--- src/hdl/sps_pkg.sv ---
`default_nettype none

package sps_pkg;

    // width of a decoded syntax element value, values above it saturate
    localparam int VAL_W = 32;
    localparam logic [VAL_W-1:0] VAL_MAX = '1;

    // macroblock edge is 16 pixels
    localparam int MB_LOG2 = 4;
    // cropped size arithmetic: (value + 1) * 16 * 2 needs VAL_W + 6 bits
    localparam int SIZE_W = VAL_W + MB_LOG2 + 2;
    localparam int PIX_W = 16;

    // start codes and NAL type
    localparam logic [31:0] START_CODE4 = 32'h0000_0001;
    localparam logic [23:0] START_CODE3 = 24'h00_0001;
    localparam logic [4:0] NAL_TYPE_SPS = 5'd7;

    // result status codes
    localparam logic [1:0] STAT_OK = 2'd0;
    localparam logic [1:0] STAT_BAD = 2'd1;
    localparam logic [1:0] STAT_SHORT = 2'd2;

    // element values with a meaning
    localparam logic [1:0] CHROMA_420 = 2'd1;
    localparam logic [1:0] CHROMA_422 = 2'd2;
    localparam logic [1:0] CHROMA_444 = 2'd3;
    localparam logic [1:0] CHROMA_DEFAULT = CHROMA_420;
    localparam logic [1:0] POC_TYPE1 = 2'd1;

    // saturation limits of the reported fields
    localparam logic [VAL_W-1:0] SPSID_MAX = 32'd31;
    localparam logic [VAL_W-1:0] CHROMA_MAX = 32'd3;
    localparam logic [VAL_W-1:0] DEPTH_MAX = 32'd14;
    localparam logic [VAL_W-1:0] POC_MAX = 32'd2;
    localparam logic [VAL_W-1:0] MAXREF_MAX = 32'd255;

    // element length codes of a microcode word
    localparam logic [3:0] EXPG = 4'd0;
    localparam logic [3:0] FIX1 = 4'd1;
    localparam logic [3:0] FIX8 = 4'd8;

    // SPS syntax steps, in bitstream order
    typedef enum logic [4:0] {
        ST_PROFILE, ST_CONSTR, ST_LEVEL, ST_SPSID, ST_CHROMA, ST_SEPCOL,
        ST_LUMA, ST_CHRD, ST_BYPASS, ST_SCALING, ST_LOG2FN, ST_POC,
        ST_LOG2POC, ST_DZERO, ST_OFFNR, ST_OFFTB, ST_NCYC, ST_CYC,
        ST_MAXREF, ST_GAPS, ST_WMBS, ST_HMAPS, ST_FMO, ST_MBAFF, ST_D8,
        ST_CROPF, ST_CL, ST_CR, ST_CT, ST_CB, ST_VUI, ST_DONE
    } t_step;

    // where a finished element goes
    typedef enum logic [4:0] {
        D_NONE, D_PROFILE, D_LEVEL, D_SPSID, D_CHROMA, D_LUMA, D_CHRD,
        D_POC, D_MAXREF, D_WMBS, D_HMAPS, D_FRAME, D_SKIP, D_CL, D_CR,
        D_CT, D_CB
    } t_dest;

    // how the step counter moves when an element finishes
    typedef enum logic [2:0] {
        C_NEXT, C_JUMP, C_ZERO, C_NONZERO, C_NOTHIGH, C_NE3, C_POC, C_CYC
    } t_cond;

    typedef struct packed {
        logic [3:0] nbits;
        t_dest      dest;
        t_cond      cond;
        t_step      target;
    } t_uop;

    typedef struct packed {
        logic [7:0] data_byte;
        logic       last_byte;
    } t_in;

    typedef struct packed {
        logic [1:0]  status;
        logic [7:0]  profile_idc;
        logic [7:0]  level_idc;
        logic [4:0]  sps_id;
        logic [1:0]  chroma_format;
        logic [3:0]  luma_depth_minus8;
        logic [3:0]  chroma_depth_minus8;
        logic [1:0]  poc_type;
        logic [7:0]  max_ref_frames;
        logic        frame_only;
        logic [15:0] pic_width;
        logic [15:0] pic_height;
    } t_out;

    // decoded fields held by the sequencer
    typedef struct packed {
        logic [7:0]       profile_idc;
        logic [7:0]       level_idc;
        logic [4:0]       sps_id;
        logic [1:0]       chroma_format;
        logic [3:0]       luma_depth_minus8;
        logic [3:0]       chroma_depth_minus8;
        logic [1:0]       poc_type;
        logic [7:0]       max_ref_frames;
        logic             frame_only;
        logic [VAL_W-1:0] width_mbs;
        logic [VAL_W-1:0] height_maps;
        logic [VAL_W-1:0] crop_left;
        logic [VAL_W-1:0] crop_right;
        logic [VAL_W-1:0] crop_top;
        logic [VAL_W-1:0] crop_bottom;
    } t_fields;

    function automatic logic is_high_profile(input logic [7:0] p);
        return p inside {8'd100, 8'd110, 8'd122, 8'd244, 8'd44, 8'd83, 8'd86,
                         8'd118, 8'd128, 8'd138, 8'd139, 8'd134, 8'd135};
    endfunction

    function automatic logic [VAL_W-1:0] sat_val(input logic [VAL_W-1:0] v,
                                                 input logic [VAL_W-1:0] lim);
        return (v > lim) ? lim : v;
    endfunction

    // microcode ROM: one control word per syntax step
    function automatic t_uop uop_rom(input t_step step);
        t_uop u;
        u = '{EXPG, D_NONE, C_NEXT, ST_DONE};
        case (step)
            ST_PROFILE: u = '{FIX8, D_PROFILE, C_NEXT,    ST_DONE};
            ST_CONSTR:  u = '{FIX8, D_NONE,    C_NEXT,    ST_DONE};
            ST_LEVEL:   u = '{FIX8, D_LEVEL,   C_NEXT,    ST_DONE};
            ST_SPSID:   u = '{EXPG, D_SPSID,   C_NOTHIGH, ST_LOG2FN};
            ST_CHROMA:  u = '{EXPG, D_CHROMA,  C_NE3,     ST_LUMA};
            ST_SEPCOL:  u = '{FIX1, D_NONE,    C_NEXT,    ST_DONE};
            ST_LUMA:    u = '{EXPG, D_LUMA,    C_NEXT,    ST_DONE};
            ST_CHRD:    u = '{EXPG, D_CHRD,    C_NEXT,    ST_DONE};
            ST_BYPASS:  u = '{FIX1, D_NONE,    C_NEXT,    ST_DONE};
            ST_SCALING: u = '{FIX1, D_NONE,    C_NEXT,    ST_DONE};
            ST_LOG2FN:  u = '{EXPG, D_NONE,    C_NEXT,    ST_DONE};
            ST_POC:     u = '{EXPG, D_POC,     C_POC,     ST_MAXREF};
            ST_LOG2POC: u = '{EXPG, D_NONE,    C_JUMP,    ST_MAXREF};
            ST_DZERO:   u = '{FIX1, D_NONE,    C_NEXT,    ST_DONE};
            ST_OFFNR:   u = '{EXPG, D_NONE,    C_NEXT,    ST_DONE};
            ST_OFFTB:   u = '{EXPG, D_NONE,    C_NEXT,    ST_DONE};
            ST_NCYC:    u = '{EXPG, D_SKIP,    C_ZERO,    ST_MAXREF};
            ST_CYC:     u = '{EXPG, D_NONE,    C_CYC,     ST_CYC};
            ST_MAXREF:  u = '{EXPG, D_MAXREF,  C_NEXT,    ST_DONE};
            ST_GAPS:    u = '{FIX1, D_NONE,    C_NEXT,    ST_DONE};
            ST_WMBS:    u = '{EXPG, D_WMBS,    C_NEXT,    ST_DONE};
            ST_HMAPS:   u = '{EXPG, D_HMAPS,   C_NEXT,    ST_DONE};
            ST_FMO:     u = '{FIX1, D_FRAME,   C_NONZERO, ST_D8};
            ST_MBAFF:   u = '{FIX1, D_NONE,    C_NEXT,    ST_DONE};
            ST_D8:      u = '{FIX1, D_NONE,    C_NEXT,    ST_DONE};
            ST_CROPF:   u = '{FIX1, D_NONE,    C_ZERO,    ST_VUI};
            ST_CL:      u = '{EXPG, D_CL,      C_NEXT,    ST_DONE};
            ST_CR:      u = '{EXPG, D_CR,      C_NEXT,    ST_DONE};
            ST_CT:      u = '{EXPG, D_CT,      C_NEXT,    ST_DONE};
            ST_CB:      u = '{EXPG, D_CB,      C_NEXT,    ST_DONE};
            ST_VUI:     u = '{FIX1, D_NONE,    C_NEXT,    ST_DONE};
            default:    u = '{EXPG, D_NONE,    C_NEXT,    ST_DONE};
        endcase
        return u;
    endfunction

endpackage

`default_nettype wire

--- src/hdl/sps_seq.sv ---
`default_nettype none

// Microcoded SPS walker: one payload bit per valid cycle; decodes fixed
// and Exp-Golomb elements and steps through the syntax table.
module sps_seq #(
    parameter int CODE_BITS = 32
) (
    input  wire logic             i_clk,
    input  wire logic             i_rst_n,
    input  wire logic             i_start,
    input  wire logic             i_bit_valid,
    input  wire logic             i_bit,
    output sps_pkg::t_fields      o_fields,
    output logic                  o_done
);

    localparam int VW = sps_pkg::VAL_W;
    localparam int ACC_W = CODE_BITS + 1;
    localparam int LZ_W = $clog2(CODE_BITS + 1);
    localparam int RAW_W = (ACC_W > VW) ? ACC_W : VW + 1;

    sps_pkg::t_step   r_step, n_step;
    logic [ACC_W-1:0] r_acc, n_acc;
    logic [LZ_W-1:0]  r_lz, n_lz;
    logic [VW-1:0]    r_skip, n_skip;
    sps_pkg::t_fields r_fld, n_fld;

    sps_pkg::t_uop    w_uop;
    sps_pkg::t_step   w_step_inc;
    logic             w_eg;
    logic             w_elem_done;
    logic [ACC_W-1:0] w_acc_sh;
    logic [ACC_W-1:0] w_raw;
    logic [RAW_W-1:0] w_raw_x;
    logic [VW-1:0]    w_val;
    logic [VW-1:0]    w_skip_dec;

    // control word of the current step
    assign w_uop = sps_pkg::uop_rom(r_step);
    assign w_eg = (w_uop.nbits == sps_pkg::EXPG);
    assign w_acc_sh = {r_acc[ACC_W-2:0], i_bit};
    assign w_step_inc = sps_pkg::t_step'(r_step + 5'd1);
    assign w_skip_dec = r_skip - 1'b1;

    // element value, saturated to VAL_W bits
    assign w_raw = w_eg ? (n_acc - 1'b1) : n_acc;
    assign w_raw_x = RAW_W'(w_raw);
    assign w_val = (w_raw_x > RAW_W'(sps_pkg::VAL_MAX)) ? sps_pkg::VAL_MAX
                                                        : w_raw_x[VW-1:0];

    // bit-serial element decode
    always_comb begin
        n_acc = r_acc;
        n_lz = r_lz;
        w_elem_done = 1'b0;
        if (i_bit_valid && (r_step != sps_pkg::ST_DONE)) begin
            if (!w_eg) begin
                n_acc = w_acc_sh;
                n_lz = r_lz + 1'b1;
                w_elem_done = (({1'b0, r_lz} + 1'b1) >= (LZ_W + 1)'(w_uop.nbits));
            end else if (r_acc == '0) begin
                // prefix: count zeros until a one or the cap
                if (i_bit || (r_lz >= LZ_W'(CODE_BITS))) begin
                    n_acc = ACC_W'(1);
                    w_elem_done = (r_lz == '0);
                end else begin
                    n_lz = r_lz + 1'b1;
                end
            end else begin
                // suffix bits
                n_acc = w_acc_sh;
                n_lz = r_lz - 1'b1;
                w_elem_done = (r_lz == LZ_W'(1));
            end
        end
    end

    // field writes and step sequencing
    always_comb begin
        n_step = r_step;
        n_skip = r_skip;
        n_fld = r_fld;
        if (w_elem_done) begin
            case (w_uop.dest)
                sps_pkg::D_PROFILE: n_fld.profile_idc = w_val[7:0];
                sps_pkg::D_LEVEL:   n_fld.level_idc = w_val[7:0];
                sps_pkg::D_SPSID:
                    n_fld.sps_id = 5'(sps_pkg::sat_val(w_val, sps_pkg::SPSID_MAX));
                sps_pkg::D_CHROMA:
                    n_fld.chroma_format = 2'(sps_pkg::sat_val(w_val, sps_pkg::CHROMA_MAX));
                sps_pkg::D_LUMA:
                    n_fld.luma_depth_minus8 =
                        4'(sps_pkg::sat_val(w_val, sps_pkg::DEPTH_MAX));
                sps_pkg::D_CHRD:
                    n_fld.chroma_depth_minus8 =
                        4'(sps_pkg::sat_val(w_val, sps_pkg::DEPTH_MAX));
                sps_pkg::D_POC:
                    n_fld.poc_type = 2'(sps_pkg::sat_val(w_val, sps_pkg::POC_MAX));
                sps_pkg::D_MAXREF:
                    n_fld.max_ref_frames = 8'(sps_pkg::sat_val(w_val, sps_pkg::MAXREF_MAX));
                sps_pkg::D_WMBS:    n_fld.width_mbs = w_val;
                sps_pkg::D_HMAPS:   n_fld.height_maps = w_val;
                sps_pkg::D_FRAME:   n_fld.frame_only = w_val[0];
                sps_pkg::D_SKIP:    n_skip = w_val;
                sps_pkg::D_CL:      n_fld.crop_left = w_val;
                sps_pkg::D_CR:      n_fld.crop_right = w_val;
                sps_pkg::D_CT:      n_fld.crop_top = w_val;
                sps_pkg::D_CB:      n_fld.crop_bottom = w_val;
                default: begin
                end
            endcase

            case (w_uop.cond)
                sps_pkg::C_NEXT:    n_step = w_step_inc;
                sps_pkg::C_JUMP:    n_step = w_uop.target;
                sps_pkg::C_ZERO:
                    n_step = (w_val == '0) ? w_uop.target : w_step_inc;
                sps_pkg::C_NONZERO:
                    n_step = (w_val != '0) ? w_uop.target : w_step_inc;
                sps_pkg::C_NOTHIGH:
                    n_step = sps_pkg::is_high_profile(r_fld.profile_idc) ? w_step_inc
                                                                         : w_uop.target;
                sps_pkg::C_NE3:
                    n_step = (w_val != VW'(sps_pkg::CHROMA_444)) ? w_uop.target
                                                                 : w_step_inc;
                sps_pkg::C_POC: begin
                    // type 0 reads the lsb length, type 1 the offsets
                    if (w_val == '0) begin
                        n_step = w_step_inc;
                    end else if (w_val == VW'(sps_pkg::POC_TYPE1)) begin
                        n_step = sps_pkg::t_step'(r_step + 5'd2);
                    end else begin
                        n_step = w_uop.target;
                    end
                end
                sps_pkg::C_CYC: begin
                    n_skip = w_skip_dec;
                    n_step = (w_skip_dec != '0) ? w_uop.target : w_step_inc;
                end
                default: n_step = w_step_inc;
            endcase
        end
    end

    always_ff @(posedge i_clk) begin
        if (!i_rst_n) begin
            r_step <= sps_pkg::ST_PROFILE;
            r_acc <= '0;
            r_lz <= '0;
            r_skip <= '0;
            r_fld <= '0;
        end else if (i_start) begin
            r_step <= sps_pkg::ST_PROFILE;
            r_acc <= '0;
            r_lz <= '0;
            r_skip <= '0;
            r_fld <= '0;
            r_fld.chroma_format <= sps_pkg::CHROMA_DEFAULT;
        end else begin
            r_step <= n_step;
            r_acc <= w_elem_done ? '0 : n_acc;
            r_lz <= w_elem_done ? '0 : n_lz;
            r_skip <= n_skip;
            r_fld <= n_fld;
        end
    end

    assign o_fields = r_fld;
    assign o_done = (r_step == sps_pkg::ST_DONE);

endmodule

`default_nettype wire

--- src/hdl/sps_size.sv ---
`default_nettype none

// Cropped picture size: two stages, terms first, then subtract and clamp.
module sps_size (
    input  wire logic              i_clk,
    input  wire logic              i_rst_n,
    input  wire logic              i_start,
    input  wire sps_pkg::t_fields  i_fields,
    output logic                   o_done,
    output logic [15:0]            o_width,
    output logic [15:0]            o_height
);

    localparam int SW = sps_pkg::SIZE_W;
    localparam int PW = sps_pkg::PIX_W;

    logic          r_stage1, r_done;
    logic [SW-1:0] r_full_w, r_full_h, r_sub_w, r_sub_h;
    logic [PW-1:0] r_width, r_height;

    logic [SW-1:0] w_full_w, w_full_h, w_sum_w, w_sum_h, w_sub_w, w_sub_h;
    logic          w_cx2, w_cy2;
    logic [SW:0]   w_dw, w_dh;
    logic [PW-1:0] w_width, w_height;

    // stage 1: full size and crop amounts
    assign w_cx2 = (i_fields.chroma_format == sps_pkg::CHROMA_420) ||
                   (i_fields.chroma_format == sps_pkg::CHROMA_422);
    assign w_cy2 = (i_fields.chroma_format == sps_pkg::CHROMA_420);
    assign w_full_w = (SW'(i_fields.width_mbs) + 1'b1) << sps_pkg::MB_LOG2;
    assign w_full_h = i_fields.frame_only
                    ? ((SW'(i_fields.height_maps) + 1'b1) << sps_pkg::MB_LOG2)
                    : ((SW'(i_fields.height_maps) + 1'b1) << (sps_pkg::MB_LOG2 + 1));
    assign w_sum_w = SW'(i_fields.crop_left) + SW'(i_fields.crop_right);
    assign w_sum_h = SW'(i_fields.crop_top) + SW'(i_fields.crop_bottom);
    assign w_sub_w = w_cx2 ? (w_sum_w << 1) : w_sum_w;
    assign w_sub_h = (w_cy2 ? (w_sum_h << 1) : w_sum_h) << (i_fields.frame_only ? 0 : 1);

    // stage 2: subtract, borrow means clamp to zero, overflow saturates
    assign w_dw = {1'b0, r_full_w} - {1'b0, r_sub_w};
    assign w_dh = {1'b0, r_full_h} - {1'b0, r_sub_h};
    assign w_width = w_dw[SW] ? '0 : ((|w_dw[SW-1:PW]) ? '1 : w_dw[PW-1:0]);
    assign w_height = w_dh[SW] ? '0 : ((|w_dh[SW-1:PW]) ? '1 : w_dh[PW-1:0]);

    always_ff @(posedge i_clk) begin
        if (!i_rst_n) begin
            r_stage1 <= 1'b0;
            r_done <= 1'b0;
        end else begin
            r_stage1 <= i_start;
            r_done <= r_stage1;
        end
        if (i_start) begin
            r_full_w <= w_full_w;
            r_full_h <= w_full_h;
            r_sub_w <= w_sub_w;
            r_sub_h <= w_sub_h;
        end
        if (r_stage1) begin
            r_width <= w_width;
            r_height <= w_height;
        end
    end

    assign o_done = r_done;
    assign o_width = r_width;
    assign o_height = r_height;

endmodule

`default_nettype wire

--- src/hdl/h264_sps_header_parser.sv ---
// H.264 SPS header parser.
// Input channel (i_in_valid / o_in_ready / i_in_data): raw NAL packet bytes,
// MSB first, last_byte set on the final byte. Output channel (o_out_valid /
// i_out_ready / o_out_data): one summary per packet, produced on its last
// byte: status, key SPS fields and the cropped picture size.
// Start code and NAL header bytes are checked as they are accepted. The
// walker consumes one bitstream bit per cycle, the first bit of a payload
// byte in the accepting cycle; the next byte is taken only once all its bits
// are consumed. After the last byte a short or rejected packet goes from
// S_FIN to S_OUT, a parsed SPS first to S_SIZE (crop arithmetic unit).
// The output register holds the summary while the receiver stalls and the
// next packet's bytes are accepted meanwhile; only a second summary waits
// for the first to be taken. Reset (synchronous, active low) empties the
// output register and returns the block to the start code check.
// CODE_BITS caps the Exp-Golomb prefix.
`default_nettype none

module h264_sps_header_parser #(
    parameter int CODE_BITS = 32
) (
    input  wire logic           i_clk,
    input  wire logic           i_rst_n,
    input  wire logic           i_in_valid,
    output logic                o_in_ready,
    input  wire sps_pkg::t_in   i_in_data,
    output logic                o_out_valid,
    input  wire logic           i_out_ready,
    output sps_pkg::t_out       o_out_data
);

    localparam logic [2:0] POS_SC_LAST = 3'd3;
    localparam logic [2:0] POS_NAL = 3'd4;
    localparam logic [2:0] POS_PAYLOAD = 3'd5;

    typedef enum logic [2:0] {S_IDLE, S_BITS, S_FIN, S_SIZE, S_OUT} t_state;

    t_state         r_state, n_state;
    logic [2:0]     r_pos, n_pos;
    logic [23:0]    r_window, n_window;
    logic           r_fail, n_fail;
    logic           r_last, n_last;
    logic [6:0]     r_shift, n_shift;
    logic [2:0]     r_bitcnt, n_bitcnt;
    logic [1:0]     r_stat, n_stat;
    logic           r_out_valid, n_out_valid;
    sps_pkg::t_out  r_out, n_out;

    logic             w_in_acc;
    logic [31:0]      w_full;
    logic             w_seq_start;
    logic             w_bit_valid;
    logic             w_bit;
    logic             w_size_start;
    logic             w_seq_done;
    logic             w_size_done;
    logic [15:0]      w_width, w_height;
    sps_pkg::t_fields w_fields;

    assign o_in_ready = (r_state == S_IDLE);
    assign w_in_acc = i_in_valid && o_in_ready;
    assign w_full = {r_window, i_in_data.data_byte};

    // first payload bit goes straight from the input, the rest from r_shift
    assign w_bit_valid = (r_state == S_BITS) ||
                         (w_in_acc && !r_fail && (r_pos == POS_PAYLOAD));
    assign w_bit = (r_state == S_BITS) ? r_shift[6] : i_in_data.data_byte[7];

    sps_seq #(
        .CODE_BITS (CODE_BITS)
    ) u_seq (
        .i_clk       (i_clk),
        .i_rst_n     (i_rst_n),
        .i_start     (w_seq_start),
        .i_bit_valid (w_bit_valid),
        .i_bit       (w_bit),
        .o_fields    (w_fields),
        .o_done      (w_seq_done)
    );

    sps_size u_size (
        .i_clk    (i_clk),
        .i_rst_n  (i_rst_n),
        .i_start  (w_size_start),
        .i_fields (w_fields),
        .o_done   (w_size_done),
        .o_width  (w_width),
        .o_height (w_height)
    );

    // control: header check, bit feed, summary
    always_comb begin
        n_state = r_state;
        n_pos = r_pos;
        n_window = r_window;
        n_fail = r_fail;
        n_last = r_last;
        n_shift = r_shift;
        n_bitcnt = r_bitcnt;
        n_stat = r_stat;
        n_out_valid = r_out_valid && !i_out_ready;
        n_out = r_out;
        w_seq_start = 1'b0;
        w_size_start = 1'b0;

        case (r_state)
            S_IDLE: begin
                if (w_in_acc) begin
                    n_last = i_in_data.last_byte;
                    if (i_in_data.last_byte) begin
                        n_state = S_FIN;
                    end
                    if (!r_fail) begin
                        if (r_pos < POS_NAL) begin
                            n_window = w_full[23:0];
                            n_pos = r_pos + 3'd1;
                            if (r_pos == POS_SC_LAST) begin
                                if (w_full == sps_pkg::START_CODE4) begin
                                    // NAL header is the next byte
                                end else if (w_full[31:8] == sps_pkg::START_CODE3) begin
                                    if (w_full[4:0] == sps_pkg::NAL_TYPE_SPS) begin
                                        n_pos = POS_PAYLOAD;
                                        w_seq_start = 1'b1;
                                    end else begin
                                        n_fail = 1'b1;
                                    end
                                end else begin
                                    n_fail = 1'b1;
                                end
                            end
                        end else if (r_pos == POS_NAL) begin
                            if (i_in_data.data_byte[4:0] == sps_pkg::NAL_TYPE_SPS) begin
                                n_pos = POS_PAYLOAD;
                                w_seq_start = 1'b1;
                            end else begin
                                n_fail = 1'b1;
                            end
                        end else begin
                            n_shift = i_in_data.data_byte[6:0];
                            n_bitcnt = 3'd6;
                            n_state = S_BITS;
                        end
                    end
                end
            end
            S_BITS: begin
                n_shift = {r_shift[5:0], 1'b0};
                n_bitcnt = r_bitcnt - 3'd1;
                if (r_bitcnt == '0) begin
                    n_state = r_last ? S_FIN : S_IDLE;
                end
            end
            S_FIN: begin
                if (r_fail || (r_pos != POS_PAYLOAD)) begin
                    n_stat = sps_pkg::STAT_BAD;
                    n_state = S_OUT;
                end else if (w_seq_done) begin
                    n_stat = sps_pkg::STAT_OK;
                    w_size_start = 1'b1;
                    n_state = S_SIZE;
                end else begin
                    n_stat = sps_pkg::STAT_SHORT;
                    n_state = S_OUT;
                end
            end
            S_SIZE: begin
                if (w_size_done) begin
                    n_state = S_OUT;
                end
            end
            S_OUT: begin
                if (!r_out_valid || i_out_ready) begin
                    n_out = '0;
                    n_out.status = r_stat;
                    if (r_stat == sps_pkg::STAT_OK) begin
                        n_out.profile_idc = w_fields.profile_idc;
                        n_out.level_idc = w_fields.level_idc;
                        n_out.sps_id = w_fields.sps_id;
                        n_out.chroma_format = w_fields.chroma_format;
                        n_out.luma_depth_minus8 = w_fields.luma_depth_minus8;
                        n_out.chroma_depth_minus8 = w_fields.chroma_depth_minus8;
                        n_out.poc_type = w_fields.poc_type;
                        n_out.max_ref_frames = w_fields.max_ref_frames;
                        n_out.frame_only = w_fields.frame_only;
                        n_out.pic_width = w_width;
                        n_out.pic_height = w_height;
                    end
                    n_out_valid = 1'b1;
                    n_pos = '0;
                    n_fail = 1'b0;
                    n_state = S_IDLE;
                end
            end
            default: n_state = S_IDLE;
        endcase
    end

    always_ff @(posedge i_clk) begin
        if (!i_rst_n) begin
            r_state <= S_IDLE;
            r_pos <= '0;
            r_fail <= 1'b0;
            r_out_valid <= 1'b0;
        end else begin
            r_state <= n_state;
            r_pos <= n_pos;
            r_fail <= n_fail;
            r_out_valid <= n_out_valid;
        end
        r_window <= n_window;
        r_last <= n_last;
        r_shift <= n_shift;
        r_bitcnt <= n_bitcnt;
        r_stat <= n_stat;
        r_out <= n_out;
    end

    assign o_out_valid = r_out_valid;
    assign o_out_data = r_out;

    // a failed or short packet reports no fields
    a_bad_zero: assert property (@(posedge i_clk) disable iff (!i_rst_n)
        (o_out_valid && (o_out_data.status != sps_pkg::STAT_OK)) |->
        ((o_out_data.pic_width == '0) && (o_out_data.pic_height == '0) &&
         (o_out_data.profile_idc == '0)))
        else $error("non-OK summary carries field data");

    // only defined status codes leave the block
    a_status_code: assert property (@(posedge i_clk) disable iff (!i_rst_n)
        o_out_valid |-> ((o_out_data.status == sps_pkg::STAT_OK) ||
                         (o_out_data.status == sps_pkg::STAT_BAD) ||
                         (o_out_data.status == sps_pkg::STAT_SHORT)))
        else $error("undefined status code");

    // bits reach the walker only after a good SPS header
    a_bits_after_header: assert property (@(posedge i_clk) disable iff (!i_rst_n)
        w_bit_valid |-> ((r_pos == POS_PAYLOAD) && !r_fail))
        else $error("payload bit fed outside the SPS payload");

    // the size unit finishes only while the controller waits for it
    a_size_in_order: assert property (@(posedge i_clk) disable iff (!i_rst_n)
        w_size_done |-> (r_state == S_SIZE))
        else $error("size result arrived out of sequence");

endmodule

`default_nettype wire
--- config.mk ---
export PLATFORM = sky130hd
export DESIGN_NAME = h264_sps_header_parser
export DESIGN_NICKNAME = d
export VERILOG_FILES = /design/src/hdl/sps_pkg.sv /design/src/hdl/sps_seq.sv /design/src/hdl/sps_size.sv /design/src/hdl/h264_sps_header_parser.sv
export SDC_FILE = /design/constraint.sdc
export NUM_CORES = 2
export LEC_CHECK = 0
export ABC_CLOCK_PERIOD_IN_PS = 43100
export BUFFER_PORTS_ARGS = -buffer_cell sky130_fd_sc_hd__buf_4
export CORE_MARGIN = 5
export CORE_UTILIZATION = 60
export CTS_CLUSTER_SIZE = 8
export DETAILED_ROUTE_END_ITERATION = 12
export HOLD_SLACK_MARGIN = 0.06
export PLACE_DENSITY = 0.77
export SYNTH_ARGS = -nofsm -noshare
export SYNTH_HDL_FRONTEND = slang
export SYNTH_SLANG_ARGS = --single-unit
export TNS_END_PERCENT = 20
--- constraint.sdc ---
create_clock -name i_clk -period 43.1 [get_ports i_clk]
set_clock_uncertainty 0.15 [all_clocks]
set_input_delay 2.155 -clock i_clk [delete_from_list [all_inputs] [get_ports i_clk]]
set_output_delay 2.155 -clock i_clk [all_outputs]
set_load 0.02 [all_outputs]
## Word-level counts from Yosys, hierarchy flattened

Memory sizes are Yosys's and may differ from the RTL's. A register that Yosys moved wholly into a read port is not among the register bits.
Cells that the tools add are included.

- Bits in read-only memories: 480
- Input bits: 13
- Flip-flop bits (word level): 613
- Output and inout port bits: 78
- RAM bits: 0
- Memories: 1
- Logic and storage cells: 309
- Latch bits: 0

Memories:

| name | depth | width | rd ports | clocked after Yosys merged registers in | wr ports | line | source |
|---|---|---|---|---|---|---|---|
| (name not given) | 32 | 15 | 1 | 1 | 0 | sps_pkg.sv:125 | `case (step)` |

- Reduce and logical (&&, ||, !) cells: 58
- Order comparisons: 9
- Bitwise logic cells: 2
- $mul: 0
- Shift-type cells: 1
- $add $sub $neg: 15
- Divide/modulo/power cells: 0
- Muxes and demuxes: 108
- Eq/ne operators: 64

Operator list:

| cell | number |
|---|---|
| $mux 212 | 2 |
| $mux 32 | 9 |
| $mux 33 | 5 |
| $mux 38 | 3 |
| $sub 38x38->39 | 2 |
| $mux 3 | 23 |
| $add 32x1->33 const B | 2 |
| $add 32x32->33 | 2 |
| $eq 32x1->1 const B | 2 |
| $gt 32x2->1 const B | 2 |
| $reduce_bool 32->1 | 2 |
| $mux 5 | 10 |
| $eq 8x7->1 const B | 6 |
| $eq 8x8->1 const B | 6 |
| $reduce_or 22->1 | 2 |
| $eq 5x4->1 const B | 8 |
| $pmux 5 s8 | 1 |
| $reduce_and 2->1 | 20 |
| $shl 38x32->38 | 1 |
| $gt 33x32->1 const B | 1 |
| $logic_not 33->1 | 1 |
| $sub 33x1->33 const B | 1 |
| $gt 32x4->1 const B | 1 |
| $gt 32x5->1 const B | 1 |
| other kinds (58) | 144 |

## Logic depth before layout (Yosys ltp)

- Depth after elaboration: 17
- Depth in mapped cells: 32

## Modules after synthesis

A second synthesis with hierarchy kept.

- Cells, all modules: 4059
- Area, all modules: 36258.5 um2

Modules (own cells, without submodules):

| module | area each (um2) | cells each | times used |
|---|---|---|---|
| sps_size | 15845.2 | 1808 | 1 |
| sps_seq | 15611.2 | 1927 | 1 |
| h264_sps_header_parser | 4802.1 | 324 | 1 |

## Worst setup path before layout

Ideal clock, no wire load.

- Path type: reg-to-reg
- Start point: register u_seq.r_step[0]
- End point: register u_size.r_stage1
- Setup time: 0.132 ns
- Data arrival time: 14.889 ns
- Setup slack: 27.928 ns
- Data required time: 42.818 ns
- Period minus slack after synthesis: 15.172 ns
- Cell stages (with the launch flop): 7
- Cell sequence: dfxtp_1 > ha_1 > and3_1 > ha_1 > inv_1 > nor4_1 > and2_1

- Cells in the longest elaborated chain, start to end: 4

Ends and longest elaborated chain:

| element | line | source |
|---|---|---|
| start: declaration | sps_seq.sv:22 | `sps_pkg::t_step r_step, n_step;` |
| start signal: assignment | sps_seq.sv:147 | `r_step <= sps_pkg::ST_PROFILE;` |
| start signal: assignment | sps_seq.sv:153 | `r_step <= sps_pkg::ST_PROFILE;` |
| start signal: assignment | sps_seq.sv:160 | `r_step <= n_step;` |
| $eq 5x5->1 | sps_seq.sv:169 | `assign o_done = (r_step == sps_pkg::ST_DONE);` |
| $mux 1 | h264_sps_header_parser.sv:156 | `end else if (w_seq_done) begin` |
| $mux 1 | h264_sps_header_parser.sv:153 | `if (r_fail \|\| (r_pos != POS_PAYLOAD)) begin` |
| $mux 1 | h264_sps_header_parser.sv:105 | `case (r_state)` |
| via u_size.i_start | sps_size.sv:7 | `input wire logic i_start,` |
| end signal: assignment | sps_size.sv:50 | `r_stage1 <= i_start;` |
| end: declaration | sps_size.sv:17 | `logic r_stage1, r_done;` |

The timed path passes the listed nets, and every way through them passes these cells.
A chain may end at the register's enable or synchronous reset.

## Worst setup path in the final report

- Start point: input port i_in_valid
- End point: register, netlist name u_seq.w_uop[6]

- Cells in the longest elaborated chain, start to end: 16
- Elaborated cells on any way between the ends: 26
- Those cells by class: 1 x add/sub; 1 x order compare; 2 x eq/ne; 14 x mux; 8 x reduce/logical

Ends and longest elaborated chain:

| element | line | source |
|---|---|---|
| start: declaration | h264_sps_header_parser.sv:23 | `input wire logic i_in_valid,` |
| $logic_and 1x1->1 * | h264_sps_header_parser.sv:60 | `assign w_in_acc = i_in_valid && o_in_ready;` |
| $logic_and 1x1->1 (2 in series) | h264_sps_header_parser.sv:65 | `(w_in_acc && !r_fail && (r_pos == POS_PAYLOAD));` |
| $logic_or 1x1->1 | h264_sps_header_parser.sv:64 | `assign w_bit_valid = (r_state == S_BITS) \|\|` |
| $logic_and 1x1->1 | sps_seq.sv:56 | `if (i_bit_valid && (r_step != sps_pkg::ST_DONE)) begin` |
| $mux 33 | sps_seq.sv:56 |  |
| $sub 33x1->33 | sps_seq.sv:46 | `assign w_raw = w_eg ? (n_acc - 1'b1) : n_acc;` |
| $mux 33 | sps_seq.sv:46 |  |
| $gt 33x32->1 | sps_seq.sv:48 | `assign w_val = (w_raw_x > RAW_W'(sps_pkg::VAL_MAX)) ? sps_pkg::VAL_MAX` |
| $mux 32 | sps_seq.sv:48 |  |
| $eq 32x1->1 | sps_seq.sv:130 | `end else if (w_val == VW'(sps_pkg::POC_TYPE1)) begin` |
| $mux 5 | sps_seq.sv:130 |  |
| $mux 5 | sps_seq.sv:128 | `if (w_val == '0) begin` |
| $pmux 5 s8 | sps_seq.sv:113 | `case (w_uop.cond)` |
| $mux 5 (no line) | - |  |
| $mux 5 (no line) * | - |  |

Every way passes the cells marked *; elsewhere a longest branch is shown, timed or not.

==> results.sh <==
export IMPL_status="complete, no violations"
export IMPL_crit_type="in -> reg"
export IMPL_chipHeight_um=253.4
export IMPL_cts_root_buffer="clkbuf_16"
export IMPL_track_usage=0.2900
export IMPL_io_buffers=90
export IMPL_holdWs_ns=0.2942
export IMPL_hold_viol=0
export IMPL_fmax_mhz=97.15
export IMPL_dieWidth_um=253.4
export IMPL_dieArea_mm2=0.06420
export IMPL_cp_required_ns=43.44
export IMPL_drtPass1Iterations=6
export IMPL_totalWireLength_mm=95.84
export IMPL_h_tree_depth=3
export IMPL_rsz0062_at_grt="false"
export IMPL_dpl_hpwl_mm=66.59
export IMPL_p_per_area_mw_per_mm2=32.07
export IMPL_max_clock_path_buffers=3
export IMPL_start_kind="input port"
export IMPL_multi_input_area_mm2=0.01901
export IMPL_ctsResizeCount=0
export IMPL_finalCriticalPeriod_ns=10.29
export IMPL_yosys_register_bits=616
export IMPL_post_route_period_util=0.2388
export IMPL_holdBufCountCts=0
export IMPL_yosysSeqAreaShare=0.4261
export IMPL_antenna_left=0
export IMPL_grt_pass1_wl_mm=151.3
export IMPL_setup_viol=0
export IMPL_drive_above_1_share=0.08644
export IMPL_dp_cells=4630
export IMPL_synth_edff_count=281
export IMPL_drt_iter0_drc=2783
export IMPL_grt_pass1_vias=27760
export IMPL_synth_async_sr_flop_share=0
export IMPL_via_per_inst=6.291
export IMPL_yosysWarningCount=0
export IMPL_ys_flop_type="dfxtp_1"
export IMPL_netlist_area_mm2=0.03554
export IMPL_initial_core_util=0.6045
export IMPL_cts_tree="built"
export IMPL_hp_class="reg -> reg"
export IMPL_postCtsSetupRepairBufs=0
export IMPL_grt_max_degree=137
export IMPL_ir_drop_uv=36.44
export IMPL_rr_worst_depth=25
export IMPL_syn_area_per_cell_um2=9.030
export IMPL_rows=89
export IMPL_maxSlewViolCount=0
export IMPL_grt_overflow_total=0
export IMPL_min_path_cells=0
export IMPL_io_pins=91
export IMPL_tightest_slew_ns=1.324
export IMPL_wl_per_cell_um=20.06
export IMPL_nNetsFinal=4115
export IMPL_p_leak_nw=15.13
export IMPL_syn_inst=3936
export IMPL_synth_distinct_cells=100
export IMPL_cts_sinks=616
export IMPL_cts_clk_slew_worst_paths_ns=0.05
export IMPL_fill_cells=4737
export IMPL_final_util=0.6698
export IMPL_ff_latch_area_mm2=0.01515
export IMPL_worstPathArrival_ns=10.63
export IMPL_cts_buffers=87
export IMPL_stdcell_count=4777
export IMPL_clock_latency_ns=0.65
export IMPL_antenna_found_initial=2
export IMPL_timing_slew_headroom=0.1140
export IMPL_syn_num_nets=4105
export IMPL_max_cap_violations=0
export IMPL_worstPathMaxFanout=43
export IMPL_num_vias=30050
export IMPL_r2r_setup_slack_ns=33.03
export IMPL_fin_setup_tns_ns=0
export IMPL_drc=0
export IMPL_end_kind="flip-flop"
export IMPL_syn_to_final_growth_pct=10.80
export IMPL_core_area_mm2=0.05880
export IMPL_gp_congestion=0.9747
==> state kept, by name, summed over array words and instances (netlist names), 5 cells and up <==
name             cells
u_seq.o_fields     234
o_out_data          76
u_size.r_sub_h      35
u_size.r_full_h     34
u_size.r_sub_w      34
u_seq.r_acc         33
u_size.r_full_w     33
u_seq.r_skip        32
r_window            24
u_size.o_height     16
u_size.o_width      16
u_seq.w_uop         15
r_shift              7
u_seq.r_lz           6
u_seq.r_step         5
==> cell usage after synthesis (67+ instances only) <==
library cell | instances | area, µm²
nor2_1 | 520 | 1952
a21oi_1 | 241 | 1206
edfxtp_1 | 281 | 8438
clkbuf_1 | 186 | 698.2
nand3_1 | 101 | 505.5
mux2i_1 | 104 | 1041
xnor2_1 | 112 | 980.9
nand2_1 | 234 | 878.3
o21ai_0 | 173 | 865.8
inv_1 | 156 | 585.6
nor3_1 | 110 | 550.5
a211oi_1 | 247 | 1854
ha_1 | 154 | 1927
xor2_1 | 67 | 586.8
and2_1 | 113 | 706.9
dfxtp_1 | 335 | 6706
==> worst paths after layout <==
check | startpoint | end
hold reg to reg | r_window[10]$_DFFE_PP_ | r_window[18]$_DFFE_PP_
hold / removal | r_window[10]$_DFFE_PP_ | r_window[18]$_DFFE_PP_
setup / recovery | i_in_valid | u_seq.w_uop[6]$_DFF_P_
setup reg to reg | r_state[0]$_SDFFE_PN0P_ | u_seq.w_uop[6]$_DFF_P_
==> cell type report <==
type                       instances  share of cell area
sequential                       616              0.3847
multi-input combinational       2933              0.4829
timing repair buffer             146             0.02815
clock buffer                     139             0.06078
tap                              773             0.02456
inverter                         162             0.01544
clock inverter                     7            0.003463
antenna                            1          0.00006355
==> stage by stage <==
step           cell area, µm²  setup WS (ns)  total power [W]
3_5_place_dp            36850          32.32        0.0006404
2_1_floorplan           35540          27.93        0.0006344
6_report                39380          32.81         0.001263
3_3_place_gp            36850          32.54        0.0006400
5_1_grt                 39380          32.36         0.001299
4_1_cts                 39380          32.98         0.001271
==> per-layer routing <==
metal,wire (µm),part of all wire,track usage,vias to the layer above
li1,-,-,-,14560
met5,0,0,0,-
met3,7012,0.073,0.04560,235
met2,42900,0.45,0.4512,1139
met1,41820,0.44,0.4080,14120
met4,4108,0.043,0.1172,0
==> cells by family (layout without fill, tap and decap cells) <==
logic type               after synthesis  after routing  share of synthesized area
AO/OA/AOI/OAI                       1057           1057                     0.1998
XOR/XNOR                             179            179                    0.04411
adder cells (fa/ha/maj)              156            156                    0.05534
buffers and inverters                387            454                    0.04186
flip-flops                           616            616                     0.4261
multiplexers                         128            128                    0.03689
other                                  0              1                          0
AND/OR/NAND/NOR                     1413           1413                     0.1958
==> worst max-delay path: stages <==
cell and delay, ns:
buf_4 0.09, nand2_1 0.10, inv_2 0.14, a22o_4 0.45, and2_1 0.66, a21boi_0 0.37
inv_1 0.20, ha_1 0.16, nand2_1 0.11, a21o_1 0.23, nor2_1 0.41, nand4_1 0.48
nor4_2 0.56, xnor2_2 0.08, buf_4 0.26, nor2b_1 0.64, nand4_1 0.51, nor4_4 0.64
mux2i_1 0.22, a2111oi_4 0.38, a31oi_1 0.21, nor3_4 0.46, inv_2 0.19, ha_1 0.33
mux2_2 0.29, a22oi_1 0.17, mux2i_1 0.10
==> cells in the final DEF (no fill, tap or decap), drive strengths merged, types with 13 or more instances in the layout <==
master / instances
xor2: 67
or4: 13
and3: 36
o21a: 22
xnor2: 112
a21oi: 242
nor3b: 17
mux2i: 104
mux2: 24
nand4: 38
o22ai: 20
or2: 23
edfxtp: 281
clkbuf: 139
nor2: 521
a41oi: 14
o211ai: 18
nor4: 56
a211oi: 247
o31ai: 23
a2111oi: 18
a221oi: 13
o21ai: 178
ha: 154
nand3: 101
nand2: 234
dfxtp: 335
a22oi: 24
nor3: 112
buf: 146
a21boi: 14
nand2b: 33
or3: 27
a31oi: 65
inv: 164
nor2b: 40
and2: 115
a21o: 42
==> report_power, final <==
part	total, W	leakage [nW]	switching [W]	internal [W]
combinational	0.0000158	9.01	0.0000115	0.00000433
sequential	0.000613	4.92	0.00000171	0.000611
clock	0.000634	1.20	0.000255	0.000379
No activity file was read; power rests on OpenSTA's default activity.
